`src/hdl/ali_pkg.sv`:
```
// Shared constants, codes and types of the array list block.
// Depends on nothing; every other file of the block but ali_ram imports it.
`timescale 1ns / 1ps

package ali_pkg;

  // Storage geometry.
  localparam int CAPACITY   = 64;
  localparam int ELEM_WIDTH = 32;
  localparam int ADDR_W     = $clog2(CAPACITY);
  localparam int CNT_W      = $clog2(CAPACITY + 1);

  // Field widths of the request and result transfers.
  localparam int OP_W  = 2;
  localparam int POS_W = 7;
  localparam int VAL_W = 32;
  localparam int ST_W  = 2;
  localparam int LEN_W = 7;

  // Operation codes.
  localparam logic [OP_W-1:0] OP_INSERT = 2'd0;
  localparam logic [OP_W-1:0] OP_DELETE = 2'd1;
  localparam logic [OP_W-1:0] OP_GET    = 2'd2;
  localparam logic [OP_W-1:0] OP_LOCATE = 2'd3;

  // Status codes.
  localparam logic [ST_W-1:0] ST_OK     = 2'd0;
  localparam logic [ST_W-1:0] ST_EMPTY  = 2'd1;
  localparam logic [ST_W-1:0] ST_BADPOS = 2'd2;
  localparam logic [ST_W-1:0] ST_FULL   = 2'd3;

  typedef struct packed {
    logic [OP_W-1:0]  operation;
    logic [POS_W-1:0] position;
    logic [VAL_W-1:0] element_value;
  } req_t;

  typedef struct packed {
    logic [ST_W-1:0]  status;
    logic [VAL_W-1:0] read_value;
    logic [LEN_W-1:0] found_position;
    logic [LEN_W-1:0] list_length;
  } res_t;

endpackage

```
`src/hdl/ali_if.sv`:
```
// Valid/ready channel interfaces for requests and results of the array list.
// Depends on ali_pkg for the field widths.
`timescale 1ns / 1ps

interface ali_req_if
  import ali_pkg::*;
();
  logic             valid;
  logic             ready;
  logic [OP_W-1:0]  operation;
  logic [POS_W-1:0] position;
  logic [VAL_W-1:0] element_value;

  modport source (output valid, output operation, output position,
                  output element_value, input ready);
  modport sink   (input valid, input operation, input position,
                  input element_value, output ready);
endinterface

interface ali_rsp_if
  import ali_pkg::*;
();
  logic             valid;
  logic             ready;
  logic [ST_W-1:0]  status;
  logic [VAL_W-1:0] read_value;
  logic [LEN_W-1:0] found_position;
  logic [LEN_W-1:0] list_length;

  modport source (output valid, output status, output read_value,
                  output found_position, output list_length, input ready);
  modport sink   (input valid, input status, input read_value,
                  input found_position, input list_length, output ready);
endinterface

```
`src/hdl/ali_ram.sv`:
```
// Generic simple dual-port RAM: one write port, one read port, registered read.
// Stand-alone; no package needed.
`timescale 1ns / 1ps

module ali_ram #(
  parameter int WIDTH = 32,
  parameter int DEPTH = 64
) (
  input  logic                     clk_i,
  input  logic                     we_i,
  input  logic [$clog2(DEPTH)-1:0] waddr_i,
  input  logic [WIDTH-1:0]         wdata_i,
  input  logic                     re_i,
  input  logic [$clog2(DEPTH)-1:0] raddr_i,
  output logic [WIDTH-1:0]         rdata_o
);

  logic [WIDTH-1:0] mem_q [DEPTH];

  always_ff @(posedge clk_i) begin
    if (we_i) begin
      mem_q[waddr_i] <= wdata_i;
    end
    if (re_i) begin
      rdata_o <= mem_q[raddr_i];
    end
  end

endmodule

```
`src/hdl/ali_engine.sv`:
```
// Sequencer of the array list: checks a request, walks the element memory
// and keeps the length. Depends on ali_pkg and ali_ram.
`timescale 1ns / 1ps

module ali_engine
  import ali_pkg::*;
(
  input  logic clk_i,
  input  logic rst_ni,
  input  logic req_valid_i,
  output logic req_ready_o,
  input  req_t req_i,
  output logic res_valid_o,
  input  logic res_ready_i,
  output res_t res_o
);

  localparam int CMP_W = ((POS_W > CNT_W) ? POS_W : CNT_W) + 1;

  typedef enum logic [2:0] {
    S_IDLE,
    S_UP,
    S_PUT,
    S_READ,
    S_SCAN,
    S_DONE
  } state_e;

  state_e                state_q, state_d;
  logic [OP_W-1:0]       op_q, op_d;
  logic [ADDR_W-1:0]     pos_m1_q, pos_m1_d;
  logic [ELEM_WIDTH-1:0] val_q, val_d;
  logic [ADDR_W-1:0]     cur_q, cur_d;
  logic [ADDR_W-1:0]     stop_q, stop_d;
  logic                  run_q, run_d;
  logic                  rv_q, rv_d;
  logic [ADDR_W-1:0]     ra_q, ra_d;
  logic [CNT_W-1:0]      count_q, count_d;
  logic [ST_W-1:0]       status_q, status_d;
  logic [ELEM_WIDTH-1:0] readv_q, readv_d;
  logic [CNT_W-1:0]      found_q, found_d;

  logic                  ram_we, ram_re;
  logic [ADDR_W-1:0]     ram_waddr, ram_raddr;
  logic [ELEM_WIDTH-1:0] ram_wdata, ram_rdata;

  logic [CMP_W-1:0] pos_ext, cnt_ext;
  logic             is_empty, is_full, ins_bad, rd_bad;

  assign pos_ext  = CMP_W'(req_i.position);
  assign cnt_ext  = CMP_W'(count_q);
  assign is_empty = (count_q == '0);
  assign is_full  = (count_q == CNT_W'(CAPACITY));
  assign ins_bad  = (req_i.position == '0) || (pos_ext > cnt_ext + 1'b1);
  assign rd_bad   = (req_i.position == '0) || (pos_ext > cnt_ext);

  ali_ram #(
    .WIDTH (ELEM_WIDTH),
    .DEPTH (CAPACITY)
  ) u_store (
    .clk_i   (clk_i),
    .we_i    (ram_we),
    .waddr_i (ram_waddr),
    .wdata_i (ram_wdata),
    .re_i    (ram_re),
    .raddr_i (ram_raddr),
    .rdata_o (ram_rdata)
  );

  always_comb begin
    state_d   = state_q;
    op_d      = op_q;
    pos_m1_d  = pos_m1_q;
    val_d     = val_q;
    cur_d     = cur_q;
    stop_d    = stop_q;
    run_d     = run_q;
    rv_d      = 1'b0;
    ra_d      = ra_q;
    count_d   = count_q;
    status_d  = status_q;
    readv_d   = readv_q;
    found_d   = found_q;
    ram_we    = 1'b0;
    ram_waddr = ra_q;
    ram_wdata = ram_rdata;
    ram_re    = 1'b0;
    ram_raddr = cur_q;
    req_ready_o = 1'b0;
    res_valid_o = 1'b0;

    // The walking states issue one read per cycle while entries remain.
    if ((state_q == S_UP || state_q == S_READ || state_q == S_SCAN) && run_q) begin
      ram_re = 1'b1;
      rv_d   = 1'b1;
      ra_d   = cur_q;
      run_d  = (cur_q != stop_q);
      cur_d  = (state_q == S_READ) ? ADDR_W'(cur_q + 1'b1) : ADDR_W'(cur_q - 1'b1);
    end

    unique case (state_q)
      S_IDLE: begin
        req_ready_o = 1'b1;
        if (req_valid_i) begin
          op_d     = req_i.operation;
          pos_m1_d = ADDR_W'(pos_ext - 1'b1);
          val_d    = ELEM_WIDTH'(req_i.element_value);
          readv_d  = '0;
          found_d  = '0;
          status_d = ST_OK;
          run_d    = 1'b1;
          state_d  = S_DONE;
          unique case (req_i.operation)
            OP_INSERT: begin
              if (is_full) begin
                status_d = ST_FULL;
              end else if (ins_bad) begin
                status_d = ST_BADPOS;
              end else if (pos_ext <= cnt_ext) begin
                cur_d   = ADDR_W'(cnt_ext - 1'b1);
                stop_d  = ADDR_W'(pos_ext - 1'b1);
                state_d = S_UP;
              end else begin
                state_d = S_PUT;
              end
            end
            OP_DELETE, OP_GET: begin
              if (is_empty) begin
                status_d = ST_EMPTY;
              end else if (rd_bad) begin
                status_d = ST_BADPOS;
              end else begin
                cur_d   = ADDR_W'(pos_ext - 1'b1);
                stop_d  = (req_i.operation == OP_DELETE) ? ADDR_W'(cnt_ext - 1'b1)
                                                         : ADDR_W'(pos_ext - 1'b1);
                state_d = S_READ;
              end
            end
            OP_LOCATE: begin
              if (!is_empty) begin
                cur_d   = ADDR_W'(cnt_ext - 1'b1);
                stop_d  = '0;
                state_d = S_SCAN;
              end
            end
            default: state_d = S_DONE;
          endcase
        end
      end
      S_UP: begin
        // Entry read last cycle moves one place up.
        if (rv_q) begin
          ram_we    = 1'b1;
          ram_waddr = ADDR_W'(ra_q + 1'b1);
        end
        if (!run_q) begin
          state_d = S_PUT;
        end
      end
      S_PUT: begin
        ram_we    = 1'b1;
        ram_waddr = pos_m1_q;
        ram_wdata = val_q;
        count_d   = CNT_W'(count_q + 1'b1);
        state_d   = S_DONE;
      end
      S_READ: begin
        // The first entry read is the result; later ones move one place down.
        if (rv_q) begin
          if (ra_q == pos_m1_q) begin
            readv_d = ram_rdata;
          end else begin
            ram_we    = 1'b1;
            ram_waddr = ADDR_W'(ra_q - 1'b1);
          end
        end
        if (!run_q) begin
          if (op_q == OP_DELETE) begin
            count_d = CNT_W'(count_q - 1'b1);
          end
          state_d = S_DONE;
        end
      end
      S_SCAN: begin
        if (rv_q && (ram_rdata == val_q)) begin
          found_d = CNT_W'(CNT_W'(ra_q) + 1'b1);
          state_d = S_DONE;
        end else if (!run_q) begin
          state_d = S_DONE;
        end
      end
      S_DONE: begin
        res_valid_o = 1'b1;
        if (res_ready_i) begin
          state_d = S_IDLE;
        end
      end
      default: state_d = S_IDLE;
    endcase
  end

  always_ff @(posedge clk_i or negedge rst_ni) begin
    if (!rst_ni) begin
      state_q  <= S_IDLE;
      op_q     <= OP_INSERT;
      pos_m1_q <= '0;
      val_q    <= '0;
      cur_q    <= '0;
      stop_q   <= '0;
      run_q    <= 1'b0;
      rv_q     <= 1'b0;
      ra_q     <= '0;
      count_q  <= '0;
      status_q <= ST_OK;
      readv_q  <= '0;
      found_q  <= '0;
    end else begin
      state_q  <= state_d;
      op_q     <= op_d;
      pos_m1_q <= pos_m1_d;
      val_q    <= val_d;
      cur_q    <= cur_d;
      stop_q   <= stop_d;
      run_q    <= run_d;
      rv_q     <= rv_d;
      ra_q     <= ra_d;
      count_q  <= count_d;
      status_q <= status_d;
      readv_q  <= readv_d;
      found_q  <= found_d;
    end
  end

  assign res_o.status         = status_q;
  assign res_o.read_value     = VAL_W'(readv_q);
  assign res_o.found_position = LEN_W'(found_q);
  assign res_o.list_length    = LEN_W'(count_q);

`ifndef SYNTHESIS
  a_len_bound: assert property (@(posedge clk_i) disable iff (!rst_ni)
    count_q <= CNT_W'(CAPACITY))
    else $error("list length beyond capacity");

  a_no_rw_clash: assert property (@(posedge clk_i) disable iff (!rst_ni)
    (ram_we && ram_re) |-> (ram_waddr != ram_raddr))
    else $error("read and write hit the same entry in one cycle");

  a_len_step: assert property (@(posedge clk_i) disable iff (!rst_ni)
    (count_q != $past(count_q)) |->
      ((count_q == CNT_W'($past(count_q) + 1'b1)) ||
       ($past(count_q) == CNT_W'(count_q + 1'b1))))
    else $error("list length moved by more than one");

  a_full_status: assert property (@(posedge clk_i) disable iff (!rst_ni)
    (res_valid_o && (status_q == ST_FULL)) |-> is_full)
    else $error("full status reported on a list that is not full");

  a_idle_quiet: assert property (@(posedge clk_i) disable iff (!rst_ni)
    req_ready_o |-> !ram_we)
    else $error("memory written while taking a request");
`endif

endmodule

```
`src/hdl/array_list_insert_delete.sv`:
```
// Top level of the array list: request channel, sequencer, result register.
// Depends on ali_pkg, ali_if and ali_engine.
//
//   channel | modport | direction | payload
//   --------+---------+-----------+-------------------------------------------------
//   req_i   | sink    | in        | operation, position, element_value
//   rsp_o   | source  | out       | status, read_value, found_position, list_length
//
// One request is in work at a time; n is the list length, p the position.
// Errors go straight to the result; get reads entry p; delete reads p to n;
// insert moves entries n down to p one place up (an append at the tail does
// not), then writes; locate scans from n down and stops at the first match.
// Each walk steps the element memory one entry per cycle on its single read
// port, with each moved entry written back on the write port.
// Reset clears the length and the control state; the element memory is not
// cleared, so the block takes requests right after reset.
// A stalled result waits in the output register; the next request is taken
// while it waits, and the sequencer holds only when a second result is ready.
`timescale 1ns / 1ps

module array_list_insert_delete
  import ali_pkg::*;
(
  input  logic      clk_i,
  input  logic      rst_ni,
  ali_req_if.sink   req_i,
  ali_rsp_if.source rsp_o
);

  req_t req;
  res_t res;
  logic res_valid, res_ready;

  logic rsp_valid_q, rsp_valid_d;
  res_t rsp_q;

  // Gather the request fields into one bundle for the sequencer.
  assign req.operation     = req_i.operation;
  assign req.position      = req_i.position;
  assign req.element_value = req_i.element_value;

  ali_engine u_engine (
    .clk_i       (clk_i),
    .rst_ni      (rst_ni),
    .req_valid_i (req_i.valid),
    .req_ready_o (req_i.ready),
    .req_i       (req),
    .res_valid_o (res_valid),
    .res_ready_i (res_ready),
    .res_o       (res)
  );

  // The output register accepts a new result when empty or being emptied.
  assign res_ready = !rsp_valid_q || rsp_o.ready;

  always_comb begin
    rsp_valid_d = rsp_valid_q;
    if (res_valid && res_ready) begin
      rsp_valid_d = 1'b1;
    end else if (rsp_o.ready) begin
      rsp_valid_d = 1'b0;
    end
  end

  always_ff @(posedge clk_i or negedge rst_ni) begin
    if (!rst_ni) begin
      rsp_valid_q <= 1'b0;
    end else begin
      rsp_valid_q <= rsp_valid_d;
    end
  end

  // Payload needs no reset; it is only looked at while valid is high.
  always_ff @(posedge clk_i) begin
    if (res_valid && res_ready) begin
      rsp_q <= res;
    end
  end

  assign rsp_o.valid          = rsp_valid_q;
  assign rsp_o.status         = rsp_q.status;
  assign rsp_o.read_value     = rsp_q.read_value;
  assign rsp_o.found_position = rsp_q.found_position;
  assign rsp_o.list_length    = rsp_q.list_length;

endmodule
```
`src/flat_wrapper.sv`:
```
// flat-port wrapper written by rule: the top's interface ports become plain ports
module array_list_insert_delete_flat import ali_pkg::*;
  (clk_i, rst_ni, req_i_valid, req_i_operation, req_i_position, req_i_element_value, req_i_ready, rsp_o_valid, rsp_o_status, rsp_o_read_value, rsp_o_found_position, rsp_o_list_length, rsp_o_ready);
  ali_req_if req_i_i ();
  ali_rsp_if rsp_o_i ();
  input  logic clk_i;
  input  logic rst_ni;
  input wire logic [$bits(req_i_i.valid)-1:0] req_i_valid;
  input wire logic [$bits(req_i_i.operation)-1:0] req_i_operation;
  input wire logic [$bits(req_i_i.position)-1:0] req_i_position;
  input wire logic [$bits(req_i_i.element_value)-1:0] req_i_element_value;
  output wire logic [$bits(req_i_i.ready)-1:0] req_i_ready;
  output wire logic [$bits(rsp_o_i.valid)-1:0] rsp_o_valid;
  output wire logic [$bits(rsp_o_i.status)-1:0] rsp_o_status;
  output wire logic [$bits(rsp_o_i.read_value)-1:0] rsp_o_read_value;
  output wire logic [$bits(rsp_o_i.found_position)-1:0] rsp_o_found_position;
  output wire logic [$bits(rsp_o_i.list_length)-1:0] rsp_o_list_length;
  input wire logic [$bits(rsp_o_i.ready)-1:0] rsp_o_ready;
  assign req_i_i.valid = req_i_valid;
  assign req_i_i.operation = req_i_operation;
  assign req_i_i.position = req_i_position;
  assign req_i_i.element_value = req_i_element_value;
  assign req_i_ready = req_i_i.ready;
  assign rsp_o_valid = rsp_o_i.valid;
  assign rsp_o_status = rsp_o_i.status;
  assign rsp_o_read_value = rsp_o_i.read_value;
  assign rsp_o_found_position = rsp_o_i.found_position;
  assign rsp_o_list_length = rsp_o_i.list_length;
  assign rsp_o_i.ready = rsp_o_ready;
  array_list_insert_delete u_core (.clk_i(clk_i), .rst_ni(rst_ni), .req_i(req_i_i), .rsp_o(rsp_o_i));
endmodule
```
`config.mk`:
```
export PLATFORM = sky130hd
export DESIGN_NAME = array_list_insert_delete_flat
export DESIGN_NICKNAME = d
export VERILOG_FILES = /design/src/hdl/ali_pkg.sv /design/src/hdl/ali_if.sv /design/src/hdl/ali_ram.sv /design/src/hdl/ali_engine.sv /design/src/hdl/array_list_insert_delete.sv /design/src/flat_wrapper.sv
export SDC_FILE = /design/constraint.sdc
export NUM_CORES = 2
export LEC_CHECK = 0
export BUFFER_PORTS_ARGS = -buffer_cell sky130_fd_sc_hd__clkbuf_2
export CAP_MARGIN = 20
export CORE_ASPECT_RATIO = 1.25
export CORE_MARGIN = 3
export CORE_UTILIZATION = 55
export DETAILED_ROUTE_END_ITERATION = 7
export PLACE_DENSITY_LB_ADDON = 0.3
export SLEW_MARGIN = 20
export SYNTH_ARGS = -nofsm -noshare
export SYNTH_HDL_FRONTEND = slang
export SYNTH_HIERARCHICAL = 1
export SYNTH_SLANG_ARGS = --single-unit
```
`constraint.sdc`:
```
create_clock -name clk_i -period 5.4 [get_ports clk_i]
set_input_delay 1.08 -clock clk_i [delete_from_list [all_inputs] [get_ports clk_i]]
set_output_delay 1.08 -clock clk_i [all_outputs]
set_load 0.01 [all_outputs]
```
==> flow_summary.json <==
{
  "max_freq_mhz": 217.2,
  "synth_seq_cells": 2240,
  "postCtsSetupBuffers": 0,
  "synth_flop_cell": "edfxtp_1",
  "cts_tree": "yes",
  "crit_type": "register to register",
  "p_sw_frac": 0.1915,
  "dieArea_um2": 164000,
  "layout-drive-gt1-share": 0.2663,
  "ir_worst_vdd_mv": 0.3727,
  "drt_iter0_drc": 5653,
  "die_x_um": 362.8,
  "r2r_cells": 10,
  "design.core.area_um2": 158100,
  "hold_violations": 0,
  "synth_top_area_cell": "edfxtp_1",
  "switching_power_mw": 6.315,
  "yosysUniqueCellTypes": 76,
  "worst-path-buf-inv": 2,
  "seq_area_frac_synth": 0.7620,
  "crit_slowest_cell": "nand3_1",
  "first_global_vias": 43625,
  "htreeDepth": 4,
  "grt_pass1_wl_um": 317000,
  "drc": 0,
  "clockBufferDepth": 3,
  "vias_per_cell": 6.524,
  "critPathTopFamily": "simple AND/OR/NAND/NOR gates",
  "setup_viol": 0,
  "syn_inst": 4219,
  "clock_skew_ps": 60.97,
  "critPathLaunch": "u_core/u_engine/ra_q[3]",
  "synth_area_per_cell_um2": 20.75,
  "p_leak_nw": 27.57,
  "nNetsFinal": 4535,
  "required_ps": 5830,
  "ant_nets": 0,
  "clk_pin_slew_worst_paths_ps": 60,
  "cts_sinks": 2240,
  "min_path_type": "input port to async pin",
  "yosysMostFrequentCell": "edfxtp_1",
  "initial_core_util": 0.5539,
  "seq_power_share": 0.568,
  "cp_cell_sequence": "xnor2_1 > nand4_1 > o31ai_1 > a21oi_1 > buf_4 > o221ai_1 > nor2b_1 > nand3_1 > nor2_4 > buf_4",
  "yosys_warnings": 6,
  "rsz0062_at_grt": "no",
  "drv_slew": 0,
  "fin_tns_setup_ps": 0,
  "via_count": 43644,
  "worstSkewPairLatency_ps": 850,
  "drt-wirelength-per-cell_um": 32.97,
  "io_pins": 95,
  "cts_resized": 0,
  "pwr-share-comb": 0.003,
  "slew_headroom": 0.1986,
  "cp_slowest_stage_delay_ps": 770,
  "io_buffer_count": 94,
  "crit_top_cell": "buf_4",
  "grt_max_degree": 87,
  "root_buffer": "clkbuf_16",
  "ys_async_sr_fraction": 0.05000,
  "antenna_found_initial": 12,
  "timing.rr.start": "u_core/u_engine/ra_q[3]",
  "syn_to_final_growth_pct": 12.15,
  "worst_pin_slew_ps": 1202,
  "grt_remaining_overflow": 0,
  "drv_cap": 0,
  "endpoint_kind": "register",
  "min_period_ps": 4603,
  "track_usage": 0.2728,
  "outcome": "complete, no violations",
  "synth_area_leaders": "edfxtp_1 73%, mux4_2 14%, dfrtp_1 3.2%",
  "cts_buffers": 199,
  "drt_wl_total_um": 220500,
  "crit_arrival_ps": 5030,
  "fp.dieH_um": 452.1,
  "power_density_nw_per_um2": 335.9,
  "syn_area_um2": 87540,
  "rows": 163,
  "dr.pass1.iters": 6,
  "internal-power_mw": 26.66,
  "power.share.clock": 0.429,
  "whs_ps": 339.3,
  "fin_crit_sh": 0.8524,
  "postCtsHoldBufs": 0,
  "r2r_slack_ps": 800,
  "hpwlAfterDp_um": 131400,
  "yosysTopAreaCellShare": 0.7299,
  "ys_top_cells_by_count": "2,128 x edfxtp_1, 544 x mux4_2, 240 x nand2_1",
  "cp.depth": 10,
  "cp-start-kind": "register",
  "gp_congestion": 0.8934,
  "synth_edf_count": 2128,
  "critPathMaxFanout": 32,
  "synth_nets": 4297
}
## final timing paths
path,end
max,u_core/u_engine/u_store/mem_q[3][29]
min,u_core/u_engine/count_q[6]
max reg2reg,u_core/u_engine/u_store/mem_q[3][29]
min reg2reg,u_core/rsp_o.read_value[17]
max in group asynchronous,u_core/u_engine/val_q[27]
min in group clk_i,u_core/u_engine/val_q[2]
## stage by stage
step	cell area, um2	total power [mW]	util	worst slack, ps	instances
3_3_place_gp	91600	19.19	0.5795	990.9	6317
2_1_floorplan	87540	19.14	-	211.1	4219
5_1_grt	98170	33.84	0.6211	667.6	6686
6_report	98180	32.98	0.6211	797.0	6690
4_1_cts	98160	33.19	0.6210	971.0	6685
3_5_place_dp	91640	19.19	0.5798	1039	6318
## final cells by class
cell class,count,area (um2)
fill,10406,59880
inverter,40,150.1
clock buffer,245,5213
tap,2062,2580
sequential,2240,66720
multi-input combinational,1713,20230
clock inverter,122,1314
timing repair buffer,263,1954
antenna,5,12.51
## routing by layer
metal  vias up  global-route usage  share of wire  wire length [um]
met5         -                   0              0                 0
met4         0              0.1439          0.061             13410
met3       475             0.04586          0.086             18970
met2      2497              0.4405           0.49            108900
met1     22785              0.3615           0.36             79260
li1      17887                   -              -                 -
## logic make-up (layout without fill, tap and decap cells)
logic type / after synthesis / in the layout / share of synthesized area
buf+inv: 266 / 670 / 0.01385
other cells: 0 / 5 / 0
fa+ha+maj: 33 / 33 / 0.004888
xor+xnor: 69 / 69 / 0.006903
flops: 2240 / 2240 / 0.7620
simple gates: 548 / 548 / 0.02761
compound gates: 375 / 375 / 0.02778
mux: 688 / 688 / 0.1570
## flip-flops by register name, summed over array words and instances, names as in the netlist
register / cells
u_core/u_engine/rv_q: 1
u_core/u_engine/status_q: 2
u_core/rsp_o.list_length: 7
u_core/u_engine/u_store/mem_q: 2048
u_core/rsp_o.read_value: 32
u_core/rsp_o.status: 2
u_core/u_engine/readv_q: 32
u_core/u_engine/val_q: 32
u_core/u_engine/run_q: 1
u_core/u_engine/op_q: 2
u_core/u_engine/stop_q: 6
u_core/u_engine/cur_q: 6
u_core/rsp_o.valid: 1
u_core/u_engine/state_q: 3
u_core/u_engine/ra_q: 6
u_core/u_engine/found_q: 7
u_core/rsp_o.found_position: 7
u_core/u_engine/count_q: 7
u_core/u_engine/pos_m1_q: 6
u_core/u_engine/u_store/rdata_o: 32
## placed cells by master (no fill, tap or decap), types with 15 or more instances in the layout
master	Yosys	routed
clkinv_1	0	40
mux2_2	41	28
nand2_1	240	239
nand3_1	23	23
ha_1	31	31
nor3_1	24	20
nor2b_1	18	18
xnor2_1	66	66
clkbuf_16	0	199
mux4_2	544	544
o221ai_1	28	28
buf_12	0	17
inv_1	39	39
clkinv_2	0	42
clkbuf_2	1	93
dfrtp_1	112	108
nand4_1	15	15
clkbuf_1	126	40
nor2_1	159	98
nor2_4	0	61
a21oi_1	84	84
bufinv_16	0	21
edfxtp_1	2128	2128
o22ai_1	93	92
mux2i_1	103	103
buf_4	27	153
o21ai_0	71	68
## power groups by stage
stage	sequential, mW	combinational [mW]	clock [mW]
after floorplan	19.1	0.0443	0
after global placement	19.1	0.101	0
after detailed placement	19.1	0.102	0
after CTS	18.7	0.103	14.4
after global routing	18.7	0.113	15.0
final	18.7	0.102	14.2
Power figures use the tool's default switching activity.
